==> config.mk <==
export PLATFORM = sky130hd
export DESIGN_NAME = partial_amplitude_blender
export DESIGN_NICKNAME = d
export VERILOG_FILES = /design/src/rtl/pab_pkg.sv /design/src/rtl/partial_amplitude_blender.sv
export SDC_FILE = /design/constraint.sdc
export NUM_CORES = 2
export LEC_CHECK = 0
export BUFFER_PORTS_ARGS = -buffer_cell sky130_fd_sc_hd__buf_2
export CAP_MARGIN = 25
export CORE_MARGIN = 3
export CORE_UTILIZATION = 29
export DETAILED_ROUTE_END_ITERATION = 10
export PLACE_DENSITY = 0.48
export SLEW_MARGIN = 20
export SYNTH_ARGS = -nofsm -noshare
export SYNTH_HDL_FRONTEND = slang
export SYNTH_SLANG_ARGS = --single-unit
==> constraint.sdc <==
create_clock -name clock -period 15.5 [get_ports clock]
set_clock_uncertainty 0.05 [all_clocks]
set_input_delay 1.55 -clock clock [delete_from_list [all_inputs] [get_ports clock]]
set_output_delay 1.55 -clock clock [all_outputs]
set_load 0.01 [all_outputs]
==> src/rtl/pab_pkg.sv <==
// ----------------------------------------------------------------------------
// pab_pkg: shared types and constants for the partial amplitude blender
// Beat layouts for both channels, blend mode codes and register indexes.
// ----------------------------------------------------------------------------
package pab_pkg;

   localparam int AMP_W    = 16;
   localparam int WORD_W   = 32;
   localparam int COUNT_W  = 7;
   localparam int MODE_W   = 3;
   localparam int GAIN_W   = 17;
   localparam int CSR_AW   = 4;
   localparam int CSR_DW   = 32;

   // blend modes
   localparam logic [MODE_W-1:0] MODE_FADE     = 3'd0;
   localparam logic [MODE_W-1:0] MODE_SUBTRACT = 3'd1;
   localparam logic [MODE_W-1:0] MODE_MULTIPLY = 3'd2;
   localparam logic [MODE_W-1:0] MODE_MAXIMUM  = 3'd3;
   localparam logic [MODE_W-1:0] MODE_MINIMUM  = 3'd4;
   localparam logic [MODE_W-1:0] MODE_PLUCK    = 3'd5;

   // register indexes (word address)
   localparam logic [1:0] REG_BLEND_MODE  = 2'd0;
   localparam logic [1:0] REG_MIX_AMOUNT  = 2'd1;
   localparam logic [1:0] REG_PLUCK_RATIO = 2'd2;

   // reset values
   localparam logic [MODE_W-1:0] BLEND_MODE_RST  = MODE_FADE;
   localparam logic [AMP_W-1:0]  MIX_AMOUNT_RST  = 16'd16384;
   localparam logic [AMP_W-1:0]  PLUCK_RATIO_RST = 16'd65521;
   localparam logic [GAIN_W-1:0] GAIN_ONE        = 17'd65536;
   localparam logic [AMP_W-1:0]  Q15_ONE         = 16'd32768;
   localparam logic [AMP_W-1:0]  AMP_MAX         = 16'hFFFF;

   typedef struct packed {
      logic [AMP_W-1:0]   amp_first;
      logic [AMP_W-1:0]   amp_second;
      logic [WORD_W-1:0]  freq_word;
      logic [WORD_W-1:0]  phase_word;
      logic [COUNT_W-1:0] active_first;
      logic [COUNT_W-1:0] active_second;
      logic               last_partial;
   } req_payload_type;

   typedef struct packed {
      logic [AMP_W-1:0]   blended_amp;
      logic [WORD_W-1:0]  freq_out;
      logic [WORD_W-1:0]  phase_out;
      logic [COUNT_W-1:0] active_out;
      logic               frame_end;
   } rsp_payload_type;

endpackage

==> src/rtl/partial_amplitude_blender.sv <==
// ----------------------------------------------------------------------------
// partial_amplitude_blender: blends two timbres' partial amplitudes
// Sequence: a beat accepted in idle runs through MUL_A, MUL_B, MUL_G, MUL_R
//    and DONE, and DONE registers its result beat; an output stall holds the
//    last step until it drains. A new beat is taken only back in idle, after
//    four passes through the one shared 32x17 multiplier and the finish step.
// Reset (synchronous): registers back to defaults, decay gain to one,
//    both channels empty.
// ----------------------------------------------------------------------------
module partial_amplitude_blender (
   input  logic                        clock,
   input  logic                        reset,
   // input channel
   input  logic                        req_valid,
   output logic                        req_ready,
   input  pab_pkg::req_payload_type    req_payload,
   // result channel
   output logic                        rsp_valid,
   input  logic                        rsp_ready,
   output pab_pkg::rsp_payload_type    rsp_payload,
   // register port
   input  logic                        csr_psel,
   input  logic                        csr_penable,
   input  logic                        csr_pwrite,
   input  logic [pab_pkg::CSR_AW-1:0]  csr_paddr,
   input  logic [pab_pkg::CSR_DW-1:0]  csr_pwdata,
   output logic [pab_pkg::CSR_DW-1:0]  csr_prdata,
   output logic                        csr_pready
);

   // Sequencer steps. Each busy step issues one multiply into prod_ff; from
   // MUL_B on, a step may fold the previous product into acc_ff.
   //   MUL_A : a*om (or a*b for multiply mode)
   //   MUL_B : b*m            acc <= a*om
   //   MUL_G : (b*m)*g        fade: acc += b*m
   //   MUL_R : g*ratio        pluck: acc <= (a*om << 16) + b*m*g
   //   DONE  : round/saturate, load result beat, step decay gain
   typedef enum logic [2:0] {
      ST_IDLE,
      ST_MUL_A,
      ST_MUL_B,
      ST_MUL_G,
      ST_MUL_R,
      ST_DONE
   } state_type;

   localparam int PROD_W = 49;
   localparam int ACC_W  = 50;

   // ---------------------------------------------------------------------
   // Registers
   // ---------------------------------------------------------------------
   logic [pab_pkg::MODE_W-1:0] blend_mode_ff;
   logic [pab_pkg::AMP_W-1:0]  mix_amount_ff;
   logic [pab_pkg::AMP_W-1:0]  pluck_ratio_ff;

   logic csr_write;
   assign csr_write  = csr_psel && csr_penable && csr_pwrite;
   assign csr_pready = 1'b1;

   always_ff @(posedge clock) begin
      if (reset) begin
         blend_mode_ff  <= pab_pkg::BLEND_MODE_RST;
         mix_amount_ff  <= pab_pkg::MIX_AMOUNT_RST;
         pluck_ratio_ff <= pab_pkg::PLUCK_RATIO_RST;
      end else if (csr_write) begin
         case (csr_paddr[3:2])
            pab_pkg::REG_BLEND_MODE:  blend_mode_ff  <= csr_pwdata[pab_pkg::MODE_W-1:0];
            pab_pkg::REG_MIX_AMOUNT:  mix_amount_ff  <= csr_pwdata[pab_pkg::AMP_W-1:0];
            pab_pkg::REG_PLUCK_RATIO: pluck_ratio_ff <= csr_pwdata[pab_pkg::AMP_W-1:0];
            default: ;  // unmapped word: dropped
         endcase
      end
   end

   always_comb begin
      case (csr_paddr[3:2])
         pab_pkg::REG_BLEND_MODE:  csr_prdata = {29'd0, blend_mode_ff};
         pab_pkg::REG_MIX_AMOUNT:  csr_prdata = {16'd0, mix_amount_ff};
         pab_pkg::REG_PLUCK_RATIO: csr_prdata = {16'd0, pluck_ratio_ff};
         default:                  csr_prdata = '0;
      endcase
   end

   // mix clamped to one, and its complement
   logic [pab_pkg::AMP_W-1:0] mix_q15;
   logic [pab_pkg::AMP_W-1:0] mix_inv;
   assign mix_q15 = (mix_amount_ff > pab_pkg::Q15_ONE) ? pab_pkg::Q15_ONE : mix_amount_ff;
   assign mix_inv = pab_pkg::Q15_ONE - mix_q15;

   // ---------------------------------------------------------------------
   // Datapath state
   // ---------------------------------------------------------------------
   state_type                  state_ff, state_in;
   pab_pkg::req_payload_type   item_ff;
   logic [PROD_W-1:0]          prod_ff;
   logic [ACC_W-1:0]           acc_ff, acc_in;
   logic [pab_pkg::GAIN_W-1:0] gain_ff, gain_in;
   logic                       rsp_valid_ff;
   pab_pkg::rsp_payload_type   rsp_ff, rsp_in;

   logic req_take;
   logic finish;
   assign req_ready = (state_ff == ST_IDLE);
   assign req_take  = req_valid && req_ready;
   assign finish    = (state_ff == ST_DONE) && (!rsp_valid_ff || rsp_ready);

   assign rsp_valid   = rsp_valid_ff;
   assign rsp_payload = rsp_ff;

   // shared multiplier operand select
   logic [31:0]               mul_a;
   logic [16:0]               mul_b;
   logic [PROD_W-1:0]         mul_p;

   always_comb begin
      case (state_ff)
         ST_MUL_A: begin
            mul_a = {16'd0, item_ff.amp_first};
            mul_b = (blend_mode_ff == pab_pkg::MODE_MULTIPLY) ?
                    {1'b0, item_ff.amp_second} : {1'b0, mix_inv};
         end
         ST_MUL_B: begin
            mul_a = {16'd0, item_ff.amp_second};
            mul_b = {1'b0, mix_q15};
         end
         ST_MUL_G: begin
            mul_a = prod_ff[31:0];
            mul_b = gain_ff;
         end
         ST_MUL_R: begin
            mul_a = {15'd0, gain_ff};
            mul_b = {1'b0, pluck_ratio_ff};
         end
         default: begin
            mul_a = '0;
            mul_b = '0;
         end
      endcase
   end

   assign mul_p = PROD_W'(mul_a) * PROD_W'(mul_b);

   // accumulator: adders with selected operands per step
   always_comb begin
      acc_in = acc_ff;
      case (state_ff)
         ST_MUL_B: acc_in = {1'b0, prod_ff};
         ST_MUL_G: begin
            if (blend_mode_ff == pab_pkg::MODE_FADE) begin
               acc_in = acc_ff + {1'b0, prod_ff};
            end
         end
         ST_MUL_R: begin
            if (blend_mode_ff == pab_pkg::MODE_PLUCK) begin
               acc_in = {acc_ff[33:0], 16'd0} + {1'b0, prod_ff};
            end
         end
         default: ;
      endcase
   end

   // finish step: rounding, saturation, simple modes
   logic [ACC_W-1:0]          q15_sum;
   logic [ACC_W-1:0]          q31_sum;
   logic [pab_pkg::AMP_W-1:0] q15_amp;
   logic [pab_pkg::AMP_W-1:0] q31_amp;
   logic [pab_pkg::AMP_W-1:0] amp_a, amp_b;
   logic [pab_pkg::AMP_W-1:0] blend;
   logic [PROD_W-1:0]         gain_rnd;

   assign amp_a   = item_ff.amp_first;
   assign amp_b   = item_ff.amp_second;
   assign q15_sum = acc_ff + ACC_W'(1 << 14);
   assign q31_sum = acc_ff + ACC_W'(1 << 30);
   assign q15_amp = (|q15_sum[ACC_W-1:31]) ? pab_pkg::AMP_MAX : q15_sum[30:15];
   assign q31_amp = (|q31_sum[ACC_W-1:47]) ? pab_pkg::AMP_MAX : q31_sum[46:31];
   assign gain_rnd = prod_ff + PROD_W'(1 << 15);

   always_comb begin
      case (blend_mode_ff)
         pab_pkg::MODE_FADE:     blend = q15_amp;
         pab_pkg::MODE_MULTIPLY: blend = q15_amp;
         pab_pkg::MODE_PLUCK:    blend = q31_amp;
         pab_pkg::MODE_SUBTRACT: blend = (amp_a > amp_b) ? (amp_a - amp_b) : '0;
         pab_pkg::MODE_MAXIMUM:  blend = (amp_a > amp_b) ? amp_a : amp_b;
         pab_pkg::MODE_MINIMUM:  blend = (amp_a < amp_b) ? amp_a : amp_b;
         default:                blend = '0;  // unused mode codes
      endcase
   end

   always_comb begin
      rsp_in.blended_amp = blend;
      rsp_in.freq_out    = item_ff.freq_word;
      rsp_in.phase_out   = item_ff.phase_word;
      rsp_in.active_out  = (item_ff.active_first > item_ff.active_second) ?
                           item_ff.active_first : item_ff.active_second;
      rsp_in.frame_end   = item_ff.last_partial;
   end

   // gain restarts at one after the frame's last partial, else decays
   assign gain_in = item_ff.last_partial ? pab_pkg::GAIN_ONE : gain_rnd[32:16];

   always_comb begin
      case (state_ff)
         ST_IDLE:  state_in = req_take ? ST_MUL_A : ST_IDLE;
         ST_MUL_A: state_in = ST_MUL_B;
         ST_MUL_B: state_in = ST_MUL_G;
         ST_MUL_G: state_in = ST_MUL_R;
         ST_MUL_R: state_in = ST_DONE;
         ST_DONE:  state_in = finish ? ST_IDLE : ST_DONE;
         default:  state_in = ST_IDLE;
      endcase
   end

   always_ff @(posedge clock) begin
      if (reset) begin
         state_ff     <= ST_IDLE;
         gain_ff      <= pab_pkg::GAIN_ONE;
         rsp_valid_ff <= 1'b0;
      end else begin
         state_ff <= state_in;
         if (req_take) begin
            item_ff <= req_payload;
         end
         if (state_ff != ST_IDLE && state_ff != ST_DONE) begin
            prod_ff <= mul_p;
            acc_ff  <= acc_in;
         end
         if (finish) begin
            gain_ff      <= gain_in;
            rsp_ff       <= rsp_in;
            rsp_valid_ff <= 1'b1;
         end else if (rsp_ready) begin
            rsp_valid_ff <= 1'b0;
         end
      end
   end

   // ---------------------------------------------------------------------
   // Checks
   // ---------------------------------------------------------------------
   a_gain_bounded: assert property (@(posedge clock) disable iff (reset)
      gain_ff <= pab_pkg::GAIN_ONE)
      else $error("decay gain above one");

   a_gain_restart: assert property (@(posedge clock) disable iff (reset)
      finish && item_ff.last_partial |=> gain_ff == pab_pkg::GAIN_ONE)
      else $error("decay gain not restarted after frame end");

   a_rsp_from_done: assert property (@(posedge clock) disable iff (reset)
      $rose(rsp_valid_ff) |-> $past(state_ff == ST_DONE))
      else $error("result beat raised outside finish step");

   a_take_to_done: assert property (@(posedge clock) disable iff (reset)
      req_take |=> ##3 state_ff == ST_MUL_R)
      else $error("sequencer skipped a multiply step");

endmodule
==> impl_metrics.toml <==
[cts]
root_buffer = "clkbuf_16"
ctsResizeCount = 0
cts.reportedPaths.clkPinSlew_ps = 60
cts.path.max_buffers = 3
ctsHoldBuffers = 0
cts_tree = "yes"
clock_latency_ps = 610
post_cts_buffers = 0
clkSinkCount = 354
numCtsBuffers = 42
htreeDepth = 2

[sta]
slew_headroom_pct = 25.2
post-route-period-util_pct = 69.3
setup_viol = 0
rsz0062_at_grt = "no"
hold_viol = 0
finalCriticalPeriod_ps = 10740
slew_violations = 0
fmax_ghz = 0.0931
worst_slack_ps = 4760
setup_tns_ps = 0
tightest_slew_ps = 1120

[die]
die_x_um = 369
ioPinCount = 277
design.die.area_um2 = 136000
fp.dieH_um = 369
initial_core_util_pct = 29.4
core_area_um2 = 130000
num_rows = 132

[critical_path]
cp_slowest_cell = "o21ai_4"
path_buf_inv = 6
critPathKind = "flip-flop to flip-flop"
r2r-start = "mix_amount_ff[3]$_SDFFE_PP0P_"
rrSetupSlack_ps = 4760
startpoint = "mix_amount_ff[3]$_SDFFE_PP0P_"
critical_path.top_delay_family = "compound AO/OA/AOI/OAI gates"
cp-start-kind = "flip-flop"
critPathMaxFanout = 25
required_ps = 15780
endpoint_kind = "flip-flop"
crit_top_cell = "fa_1"
slowest_delay_ps = 800
crit_arrival_ps = 11020

[route]
finalWirelength_um = 124000
firstDrtPassIters = 5
viasPerCell = 4.95
drtAntennaViolNets = 0
vias = 30000
first_iter_violations = 2242
drc = 0
wl_per_cell_um = 20.5

[synth]
synth_area_um2 = 38200
ys_ff_latch = 354
synthFlopType = "edfxtp_1"
postSynthAreaPerCell_um2 = 9.23
yosys.cell_types.count = 79
yosys_warnings = 0
synthArstFlopShare_pct = 0
netlist_instances = 4143
synth_edf_count = 298
ys_seq_area_share_pct = 26.3

[hold_path]
hold_path.class = "flip-flop to flip-flop"
holdCritStartpoint = "item_ff[24]$_DFFE_PP_"

[global_route]
antenna_found_initial = 2
grt_pass1_wl_um = 189000
grt_pass1_vias = 30500
grt-ovfl-total = 0
grt_max_degree = 63
gr-usage-all-layers_pct = 18.0

[layout]
syn_to_final_growth_pct = 12.2
final_cell_area_um2 = 42900
layout.nets = 5130
nFillCells = 13800
drive_above_1_share_pct = 10.3

[pwr]
p_per_area_nw_per_um2 = 69.2
leakage_nw = 19.3
ir_drop_v = 0.0000734

[placement]
gp_congestion = 0.877
portBuffers = 241
place_area_um2 = 41400
place_hpwl_um = 97000
post-place-ws_ps = 4820

[run_status]
status = "completed"

[job]
cap_violations = 0
-- cells by family after synthesis --
family,count (synthesis),synth area share (%)
flip-flops,354,26.3
adder cells (fa/ha/maj),684,31.3
other,2,0.0196
buffers and inverters,890,8.94
multiplexers,47,1.27
AO/OA/AOI/OAI,782,13.4
AND/OR/NAND/NOR,1199,14.6
XOR/XNOR,185,4.24
-- synthesized netlist by cell type, types with 10 or more instances --
library cell,number,area (um^2)
nand2_1,596,2240
fa_1,452,9050
clkbuf_1,181,679
and3_1,38,238
o21ai_1,22,110
a211o_1,19,166
a2111oi_0,12,105
xor2_1,61,534
a21oi_1,234,1170
edfxtp_1,298,8950
o21ai_0,129,646
and2_1,94,588
dfxtp_1,56,1120
o31ai_1,16,120
nor2b_1,43,269
buf_2,10,50.1
mux2_2,11,124
o21bai_1,16,120
buf_4,17,128
nand2b_1,39,244
mux2i_1,36,360
o211ai_1,18,135
a21o_1,83,623
nor3_1,35,175
a221o_1,12,120
a22o_1,21,184
nand3_1,74,370
nor4_1,10,62.6
nor2_1,178,668
buf_1,17,63.8
xnor2_1,124,1090
a211oi_1,10,75.1
a31oi_1,18,113
inv_1,664,2490
a22oi_1,63,473
nand4_1,37,231
ha_1,232,2900
o21a_1,22,165
a221oi_1,18,158
-- flip-flops by register name, summed over array words and instances (netlist names) --
name and count:
item_ff 79, rsp_valid 1, acc_ff 50, rsp_payload 88, pluck_ratio_ff 16, blend_mode_ff 3
gain_ff 17, amp_b 16, mix_amount_ff 16, state_ff 3, amp_a 16, prod_ff 49
-- path summary, 6_finish.rpt --
check                              endpoint  depth (start not counted)
hold reg to reg   rsp_payload[17]$_DFFE_PP_                          0
setup / recovery      prod_ff[48]$_DFFE_PP_                         34
hold / removal    rsp_payload[17]$_DFFE_PP_                          0
setup reg to reg      prod_ff[48]$_DFFE_PP_                         34
-- worst reg2reg max path, delay by kind of cell, from the launching register on --
family | cells | cell delay [ps]
flip-flops | 1 | 370
AO/OA/AOI/OAI | 15 | 4180
AND/OR/NAND/NOR | 5 | 1520
adder cells (fa/ha/maj) | 8 | 3840
buffers and inverters | 6 | 520
-- cells in the final DEF, fill, tap and decap left out, types with 16 or more instances in the layout --
cell,count
inv_1,664
nand2_1,596
fa_1,452
edfxtp_1,298
buf_2,242
a21oi_1,234
ha_1,232
nor2_1,175
o21ai_0,127
xnor2_1,124
and2_1,93
a21o_1,83
nand3_1,74
buf_4,72
a22oi_1,63
xor2_1,61
dfxtp_1,55
clkbuf_16,46
nor2b_1,42
nand2b_1,38
and3_1,38
nand4_1,37
mux2i_1,36
nor3_1,35
o21a_1,21
a22o_1,21
a211o_1,19
a221oi_1,18
a31oi_1,18
o211ai_1,18
conb_1,17
o21bai_1,16
-- layout make-up --
class | count | area, um^2 | area share (%)
antenna | 1 | 2.50 | 0.00584
clock buffer | 54 | 1220 | 2.85
clock inverter | 22 | 215 | 0.502
inverter | 664 | 2490 | 5.81
multi-input combinational | 2914 | 24900 | 58.1
sequential | 354 | 10100 | 23.5
tap | 1742 | 2180 | 5.08
timing repair buffer | 316 | 1780 | 4.15
-- through the flow --
step           util, %  hold WS (ps)  instances  power (mW)
4_1_cts           32.9           367       6064        3.00
6_report          32.9           365       6067        2.97
2_1_floorplan        -           350       4158        1.67
5_1_grt           32.9           371       6066        3.11
3_3_place_gp      31.8           351       5987        1.96
3_5_place_dp      31.8           355       5988        1.96
-- layer usage --
layer	track usage, %	part of all wire (%)	vias up
li1	-	-	14000
met2	29.7	47	822
met4	4.24	2.3	2
met5	0	0.010	-
met3	1.88	5.2	136
met1	25.2	46	15100
-- report_power, final --
group	internal [mW]	switching, mW
Sequential	1.09	0.0662
Clock	0.583	0.434
Combinational	0.277	0.513
(Power assumes the default switching activity.)
